## src/hdl/dkrm_pkg.sv

```systemverilog
`timescale 1ns / 1ps
package dkrm_pkg;

  localparam int unsigned VAL_W = 64;
  localparam int unsigned CNT_W = 6;
  localparam int unsigned KW_W = 5;

  localparam logic [CNT_W-1:0] MAX_PAD_DIGITS = 6'd31;
  localparam logic [CNT_W-1:0] CNT_SAT = 6'd63;
  localparam logic [KW_W-1:0] KW_DEFAULT = 5'd16;
  localparam logic [VAL_W-1:0] RS_DEFAULT = 64'd1;

  localparam logic [7:0] CHAR_ZERO = 8'h30;
  localparam logic [7:0] CHAR_NINE = 8'h39;

  // Configuration register indexes
  localparam logic CFG_BUCKET_DIV = 1'b0;
  localparam logic CFG_DIGIT_SPAN = 1'b1;

  // One finished key handed from the parser to the divide engine
  typedef struct packed {
    logic [VAL_W-1:0] value;
    logic [CNT_W-1:0] digits;
  } key_entry_t;

  typedef enum logic [1:0] {
    BK_IDLE,
    BK_PAD,
    BK_DIV,
    BK_DONE
  } bk_state_t;

  // v * 10 modulo 2^64 as two shifts and one add
  function automatic logic [VAL_W-1:0] times10(input logic [VAL_W-1:0] v);
    times10 = {v[VAL_W-4:0], 3'b000} + {v[VAL_W-2:0], 1'b0};
  endfunction

endpackage

```

## src/hdl/dkrm_front.sv

```systemverilog
`timescale 1ns / 1ps
module dkrm_front
  import dkrm_pkg::*;
(
  input  logic             clk,
  input  logic             rst_n,
  input  logic             accept,
  input  logic [7:0]       key_byte,
  input  logic             byte_present,
  input  logic             last_byte,
  output logic             q_push,
  output key_entry_t       q_data
);

  logic [VAL_W-1:0] acc_r, acc_nxt, acc_upd;
  logic [CNT_W-1:0] cnt_r, cnt_nxt, cnt_upd;
  logic             stop_r, stop_nxt, stop_upd;
  logic             is_digit;
  logic [7:0]       digit_full;

  assign is_digit   = (key_byte >= CHAR_ZERO) && (key_byte <= CHAR_NINE);
  assign digit_full = key_byte - CHAR_ZERO;

  always_comb begin
    acc_upd  = acc_r;
    cnt_upd  = cnt_r;
    stop_upd = stop_r;
    if (byte_present && !stop_r) begin
      if (is_digit) begin
        acc_upd = times10(acc_r) + {{(VAL_W-4){1'b0}}, digit_full[3:0]};
        if (cnt_r != CNT_SAT) begin
          cnt_upd = cnt_r + 6'd1;
        end
      end else begin
        stop_upd = 1'b1;
      end
    end

    acc_nxt  = acc_r;
    cnt_nxt  = cnt_r;
    stop_nxt = stop_r;
    q_push   = 1'b0;
    if (accept) begin
      if (last_byte) begin
        q_push   = 1'b1;
        acc_nxt  = '0;
        cnt_nxt  = '0;
        stop_nxt = 1'b0;
      end else begin
        acc_nxt  = acc_upd;
        cnt_nxt  = cnt_upd;
        stop_nxt = stop_upd;
      end
    end
  end

  assign q_data.value  = acc_upd;
  assign q_data.digits = cnt_upd;

  always_ff @(posedge clk) begin
    if (!rst_n) begin
      acc_r  <= '0;
      cnt_r  <= '0;
      stop_r <= 1'b0;
    end else begin
      acc_r  <= acc_nxt;
      cnt_r  <= cnt_nxt;
      stop_r <= stop_nxt;
    end
  end

endmodule

```

## src/hdl/dkrm_queue.sv

```systemverilog
`timescale 1ns / 1ps
module dkrm_queue
  import dkrm_pkg::*;
(
  input  logic       clk,
  input  logic       rst_n,
  input  logic       push,
  input  key_entry_t wdata,
  output logic       full,
  input  logic       pop,
  output logic       valid,
  output key_entry_t rdata
);

  // two-entry FIFO between parser and divide engine
  key_entry_t  mem_r [2];
  logic        wr_ptr_r, wr_ptr_nxt;
  logic        rd_ptr_r, rd_ptr_nxt;
  logic [1:0]  count_r, count_nxt;
  logic        do_push, do_pop;

  assign full    = (count_r == 2'd2);
  assign valid   = (count_r != 2'd0);
  assign rdata   = mem_r[rd_ptr_r];
  assign do_push = push && !full;
  assign do_pop  = pop && valid;

  always_comb begin
    wr_ptr_nxt = do_push ? !wr_ptr_r : wr_ptr_r;
    rd_ptr_nxt = do_pop ? !rd_ptr_r : rd_ptr_r;
    count_nxt  = count_r;
    if (do_push && !do_pop) begin
      count_nxt = count_r + 2'd1;
    end else if (do_pop && !do_push) begin
      count_nxt = count_r - 2'd1;
    end
  end

  always_ff @(posedge clk) begin
    if (do_push) begin
      mem_r[wr_ptr_r] <= wdata;
    end
  end

  always_ff @(posedge clk) begin
    if (!rst_n) begin
      wr_ptr_r <= 1'b0;
      rd_ptr_r <= 1'b0;
      count_r  <= '0;
    end else begin
      wr_ptr_r <= wr_ptr_nxt;
      rd_ptr_r <= rd_ptr_nxt;
      count_r  <= count_nxt;
    end
  end

endmodule

```

## src/hdl/dkrm_back.sv

```systemverilog
`timescale 1ns / 1ps
module dkrm_back
  import dkrm_pkg::*;
(
  input  logic             clk,
  input  logic             rst_n,
  input  logic             q_valid,
  input  key_entry_t       q_data,
  output logic             q_pop,
  input  logic [CNT_W-1:0] width_eff,
  input  logic [VAL_W-1:0] divisor,
  output logic             res_valid,
  output logic [VAL_W-1:0] res_data,
  input  logic             res_pop
);

  bk_state_t        state_r, state_nxt;
  logic [VAL_W-1:0] val_r, val_nxt;     // padded value, then quotient
  logic [CNT_W-1:0] cnt_r, cnt_nxt;     // digit count, then bit index
  logic [VAL_W-1:0] rem_r, rem_nxt;
  logic [VAL_W-1:0] res_r, res_nxt;
  logic             res_vld_r, res_vld_nxt;
  logic [VAL_W:0]   rem_sh, rem_sub;
  logic             ge;

  // restoring divide, one quotient bit per cycle
  assign rem_sh  = {rem_r, val_r[VAL_W-1]};
  assign ge      = rem_sh >= {1'b0, divisor};
  assign rem_sub = rem_sh - {1'b0, divisor};

  always_comb begin
    state_nxt   = state_r;
    val_nxt     = val_r;
    cnt_nxt     = cnt_r;
    rem_nxt     = rem_r;
    res_nxt     = res_r;
    res_vld_nxt = res_vld_r;
    q_pop       = 1'b0;

    if (res_pop && res_vld_r) begin
      res_vld_nxt = 1'b0;
    end

    case (state_r)
      BK_IDLE: begin
        if (q_valid) begin
          q_pop     = 1'b1;
          val_nxt   = q_data.value;
          cnt_nxt   = q_data.digits;
          state_nxt = BK_PAD;
        end
      end
      BK_PAD: begin
        if (cnt_r < width_eff) begin
          val_nxt = times10(val_r);
          cnt_nxt = cnt_r + 6'd1;
        end else begin
          rem_nxt   = '0;
          cnt_nxt   = '0;
          state_nxt = BK_DIV;
        end
      end
      BK_DIV: begin
        rem_nxt = ge ? rem_sub[VAL_W-1:0] : rem_sh[VAL_W-1:0];
        val_nxt = {val_r[VAL_W-2:0], ge};
        cnt_nxt = cnt_r + 6'd1;
        if (cnt_r == CNT_SAT) begin
          state_nxt = BK_DONE;
        end
      end
      BK_DONE: begin
        if (!res_vld_r || res_pop) begin
          res_nxt     = val_r;
          res_vld_nxt = 1'b1;
          state_nxt   = BK_IDLE;
        end
      end
      default: begin
        state_nxt = BK_IDLE;
      end
    endcase
  end

  assign res_valid = res_vld_r;
  assign res_data  = res_r;

  always_ff @(posedge clk) begin
    val_r <= val_nxt;
    cnt_r <= cnt_nxt;
    rem_r <= rem_nxt;
    res_r <= res_nxt;
  end

  always_ff @(posedge clk) begin
    if (!rst_n) begin
      state_r   <= BK_IDLE;
      res_vld_r <= 1'b0;
    end else begin
      state_r   <= state_nxt;
      res_vld_r <= res_vld_nxt;
    end
  end

endmodule

```

## src/hdl/decimal_key_range_mapper_core.sv

```systemverilog
`timescale 1ns / 1ps
// Channel   Direction  Ports                                          Transfer when
// input     in         in_key_byte, in_byte_present, in_last_byte      in_push && !in_full
// result    out        out_range_id                                    out_pop && !out_empty
// config    in         cfg_we, cfg_index, cfg_wdata                    cfg_we
//
// Key bytes are parsed at one per cycle while in_full is low. At a key end the
// back end pads the value, multiplying by ten once per cycle, then divides with
// a restoring divider retiring one quotient bit per cycle.
// A two-entry queue between parser and divider lets both stall independently;
// in_full rises only while that queue is full.
// rst_n is synchronous, active low; it restores bucket divisor = 1, digit span = 16.
module decimal_key_range_mapper_core
  import dkrm_pkg::*;
(
  input  logic             clk,
  input  logic             rst_n,
  // input channel
  input  logic             in_push,
  output logic             in_full,
  input  logic [7:0]       in_key_byte,
  input  logic             in_byte_present,
  input  logic             in_last_byte,
  // result channel
  output logic             out_empty,
  input  logic             out_pop,
  output logic [VAL_W-1:0] out_range_id,
  // configuration
  input  logic             cfg_we,
  input  logic             cfg_index,
  input  logic [VAL_W-1:0] cfg_wdata
);

  logic [VAL_W-1:0] bucket_div_r, bucket_div_nxt;
  logic [KW_W-1:0]  digit_span_r, digit_span_nxt;
  logic [CNT_W-1:0] width_eff;
  logic [CNT_W-1:0] width_raw;
  logic [VAL_W-1:0] divisor;

  logic       in_xfer;
  logic       q_push, q_full, q_pop, q_valid;
  key_entry_t q_wdata, q_rdata;
  logic       res_valid;

  // config registers: the user must write them only while the block is idle; the block does not enforce this
  always_comb begin
    bucket_div_nxt = bucket_div_r;
    digit_span_nxt = digit_span_r;
    if (cfg_we) begin
      case (cfg_index)
        CFG_BUCKET_DIV: bucket_div_nxt = cfg_wdata;
        CFG_DIGIT_SPAN: digit_span_nxt = cfg_wdata[KW_W-1:0];
        default: begin
          bucket_div_nxt = bucket_div_r;
        end
      endcase
    end
  end

  always_ff @(posedge clk) begin
    if (!rst_n) begin
      bucket_div_r <= RS_DEFAULT;
      digit_span_r <= KW_DEFAULT;
    end else begin
      bucket_div_r <= bucket_div_nxt;
      digit_span_r <= digit_span_nxt;
    end
  end

  // zero width means sixteen digits; zero range size means one
  assign width_raw = {1'b0, (digit_span_r == '0) ? KW_DEFAULT : digit_span_r};
  assign width_eff = (width_raw > MAX_PAD_DIGITS) ? MAX_PAD_DIGITS : width_raw;
  assign divisor   = (bucket_div_r == '0) ? RS_DEFAULT : bucket_div_r;

  assign in_full = q_full;
  assign in_xfer = in_push && !q_full;

  dkrm_front u_front (
    .clk          (clk),
    .rst_n        (rst_n),
    .accept       (in_xfer),
    .key_byte     (in_key_byte),
    .byte_present (in_byte_present),
    .last_byte    (in_last_byte),
    .q_push       (q_push),
    .q_data       (q_wdata)
  );

  dkrm_queue u_queue (
    .clk   (clk),
    .rst_n (rst_n),
    .push  (q_push),
    .wdata (q_wdata),
    .full  (q_full),
    .pop   (q_pop),
    .valid (q_valid),
    .rdata (q_rdata)
  );

  dkrm_back u_back (
    .clk       (clk),
    .rst_n     (rst_n),
    .q_valid   (q_valid),
    .q_data    (q_rdata),
    .q_pop     (q_pop),
    .width_eff (width_eff),
    .divisor   (divisor),
    .res_valid (res_valid),
    .res_data  (out_range_id),
    .res_pop   (out_pop)
  );

  assign out_empty = !res_valid;

  // parser never pushes a finished key into a full queue
  a_no_push_full: assert property (@(posedge clk) disable iff (!rst_n)
    q_push |-> !q_full)
    else $error("key pushed into full queue");

  // divider only pulls a key when one is waiting
  a_pop_valid: assert property (@(posedge clk) disable iff (!rst_n)
    q_pop |-> q_valid)
    else $error("queue popped while empty");

  // reset leaves no result pending
  a_reset_empty: assert property (@(posedge clk)
    !rst_n |=> out_empty)
    else $error("result pending after reset");

endmodule

```

## config.mk

```make
export PLATFORM = sky130hd
export DESIGN_NAME = decimal_key_range_mapper_core
export DESIGN_NICKNAME = d
export VERILOG_FILES = /design/src/hdl/dkrm_pkg.sv /design/src/hdl/dkrm_front.sv /design/src/hdl/dkrm_queue.sv /design/src/hdl/dkrm_back.sv /design/src/hdl/decimal_key_range_mapper_core.sv
export SDC_FILE = /design/constraint.sdc
export NUM_CORES = 1
export LEC_CHECK = 0
export ABC_AREA = 0
export BUFFER_PORTS_ARGS = -buffer_cell sky130_fd_sc_hd__buf_2
export CAP_MARGIN = 20
export CORE_UTILIZATION = 30
export CTS_BUF_LIST = sky130_fd_sc_hd__clkbuf_16
export CTS_CLUSTER_DIAMETER = 150
export CTS_CLUSTER_SIZE = 16
export DETAILED_ROUTE_END_ITERATION = 10
export GPL_ROUTABILITY_DRIVEN = 0
export PLACE_DENSITY = 0.41
export SLEW_MARGIN = 20
export SYNTH_ARGS = -nofsm -noshare
export SYNTH_HDL_FRONTEND = slang
export SYNTH_HIERARCHICAL = 1
export SYNTH_SLANG_ARGS = --single-unit
```

## constraint.sdc

```tcl
create_clock -name clk -period 5.2 [get_ports clk]
set_input_delay 0.52 -clock clk [delete_from_list [all_inputs] [get_ports clk]]
set_output_delay 0.52 -clock clk [all_outputs]
set_load 0.01 [all_outputs]
```

==> results_dict.tcl <==
set metrics [dict create \
    status "finished, violations left" \
    violations "design-rule violations" \
    syn_area_per_cell_um2 9.45 \
    dieArea_um2 108000 \
    num_vias 24700 \
    final_cell_area_um2 35000 \
    synthSimpleGateAreaFrac_pct 14.7 \
    synth_area_um2 31900 \
    synth_xor_area_share_pct 4.80 \
    overflow 0 \
    worstRegToRegCells 17 \
    route.detailed.drc 12 \
    clkSinkCount 486 \
    crit_required_ns 5.54 \
    skew_ns 0.0229 \
    final_layout_size_suffix_gt1_share_pct 12.0 \
    relSlewSlack_pct 32.4 \
    synth_edf_count 338 \
    synth-compound-area-share_pct 20.9 \
    ys.flop_type "edfxtp_1" \
    fmax_mhz 220 \
    synth_cell_types 105 \
    crit_type "flop to flop" \
    synthToLayoutAreaGrowth_pct 9.44 \
    setup_viol 0 \
    drt_iter0_drc 1541 \
    grt_max_degree 92 \
    port_buffers 145 \
    arrival_ns 4.88 \
    whs_ns 0.160 \
    cp_max_fo 4 \
    clk_path_buf_depth 3 \
    cts_setup_buffers 0 \
    vias_per_cell 5.15 \
    path_clk_slew_ns 0.09 \
    synth_seq_cells 486 \
    fin_nets 3721 \
    synthAdderAreaFrac_pct 10.4 \
    initial_core_util_pct 30.3 \
    cts_root_buf "clkbuf_16" \
    hold_depth 3 \
    synth_warnings 6 \
    maxCapViolCount 0 \
    layout_common_cells "nand2_1 (456), edfxtp_1 (338), ha_1 (257)" \
    leakagePower_nw 13.8 \
    grt_pass1_wl_um 148000 \
    cts_tree "yes" \
    peakVddDrop_uv 434 \
    cts-hold-fix-buffers 0 \
    dp_hpwl_um 72500 \
    syn_inst 3382 \
    grt.total_usage_pct 17.6 \
    placed_area_um2 33900 \
    die_w_um 328 \
    hold_viol 0 \
    dp_cells 4731 \
    cts_made_buffers 36 \
    worstSetupStartpointType "flop" \
    antenna_found_initial 2 \
    final_cells 4796 \
    dr.pass1.iters 8 \
    tns_ns 0 \
    die_h_um 328 \
    drt-total-wl_um 95800 \
    synth_top_family_by_area "compound AO/OA/AOI/OAI gates" \
    wire_per_inst_um 20.0 \
    coreArea_um2 105000 \
    pin_count 146 \
    fin_crit_ns 4.54 \
    num_rows 119 \
    worstSkewPairLatency_ns 0.60 \
    finalMaxSlewViolations 0 \
    synth_nets 3725 \
    first_global_vias 24900 \
    multi_input_area_um2 17300 \
    powerDensity_nw_per_um2 541 \
    fillers 10900 \
    seq_area_frac_synth_pct 41.0 \
    cts_resized 0 \
    num_antenna_cells 0 \
    rsz0062_at_grt "no" \
    tightestPinTransition_ns 1.01 \
    min_path_type "input pin to flop" \
    worstSetupEndpointType "flop" \
    htree_levels 2 \
    timing.final.crit_share_pct 87.2 \
    async_reset_ff_share_pct 0 \
    ant_nets 0 \
    regArea_um2 13100 \
    muxShareOfSynthArea_pct 3.29 \
    final_common_cell "nand2_1" \
]
-- worst max-delay path, stage by stage, from the launching register on --
cell and delay, ns:
dfxtp_1 0.35, nor4_1 0.49, nand4_1 0.31, o41ai_1 0.49, ha_1 0.25, fa_1 0.19
nand2b_1 0.14, a21oi_1 0.13, o21ba_2 0.26, a21boi_2 0.25, o31ai_4 0.08, a21boi_1 0.16
buf_4 0.15, o31ai_1 0.13, a31o_2 0.30, a311oi_1 0.33, xor2_1 0.17, o2bb2ai_1 0.08
-- synthesized netlist by cell type, drive strengths merged (92+ instances only) --
cell type  instances  area share, %
nand2            457            5.4
edfxtp           338             32
ha               259             10
o21ai            206            3.3
a21oi            202            3.2
clkbuf           197            2.3
nor2             179            2.1
dfxtp            148            9.3
inv              131            1.5
a21o             114            2.7
xnor2            107            2.9
nand3             92            1.4
-- sequential cells by signal (all words and copies together) (netlist names), 2 cells and up, named ones only --
name	count
u_back/val_r	64
bucket_div_r	64
u_front/acc_r	64
u_queue/count_r	2
u_front/cnt_r	6
digit_span_r	5
u_back/rem_r	64
u_back/state_r	2
u_queue/mem_r	140
u_back/cnt_r	6
u_back/res_data	64
-- report_power, final --
group | switching, mW | internal, mW | total [mW]
registers | 0.708 | 5.34 | 6.04
logic | 6.19 | 3.97 | 10.2
clock network | 1.43 | 1.27 | 2.70
-- metrics by stage --
stage / util [%] / power [mW] / worst slack, ns
global route: 33.2 / 20.4 / 0.340
CTS: 33.2 / 19.1 / 0.519
finish: 33.2 / 18.9 / 0.664
detailed placement: 32.2 / 16.3 / 0.510
floorplan: - / 13.3 / 0.703
global placement: 32.2 / 16.4 / 0.647
-- final timing paths --
kind               startpoint                   to  slack (ns)
min reg2reg  u_back/val_r[63]  u_back/res_data[63]        0.46
max          bucket_div_r[39]     u_back/rem_r[62]        0.66
max reg2reg  bucket_div_r[39]     u_back/rem_r[62]        0.66
min             cfg_wdata[24]     bucket_div_r[24]        0.16
-- cell type report --
cell class | count | area share (%)
flip-flops and latches | 486 | 37.5
clock buffers | 36 | 2.58
multi-input cells | 2520 | 49.6
inverters | 132 | 1.42
clock inverters | 29 | 0.383
well taps | 1391 | 4.98
repair buffers | 202 | 3.52
-- kinds of logic after synthesis --
| family | count (synthesis) |
|---|---|
| XOR/XNOR | 175 |
| adder cells (fa/ha/maj) | 263 |
| buffers and inverters | 376 |
| multiplexers | 94 |
| other | 1 |
| AND/OR/NAND/NOR | 1017 |
| AO/OA/AOI/OAI | 970 |
| flip-flops | 486 |
-- routing by layer --
layer / global-route usage, % / share of wire [%]
met1: 24.3 / 49
met4: 4.44 / 2.2
met2: 29.1 / 46
met3: 1.77 / 2.9
met5: 0 / 0
Power figures use the tool's default switching activity.
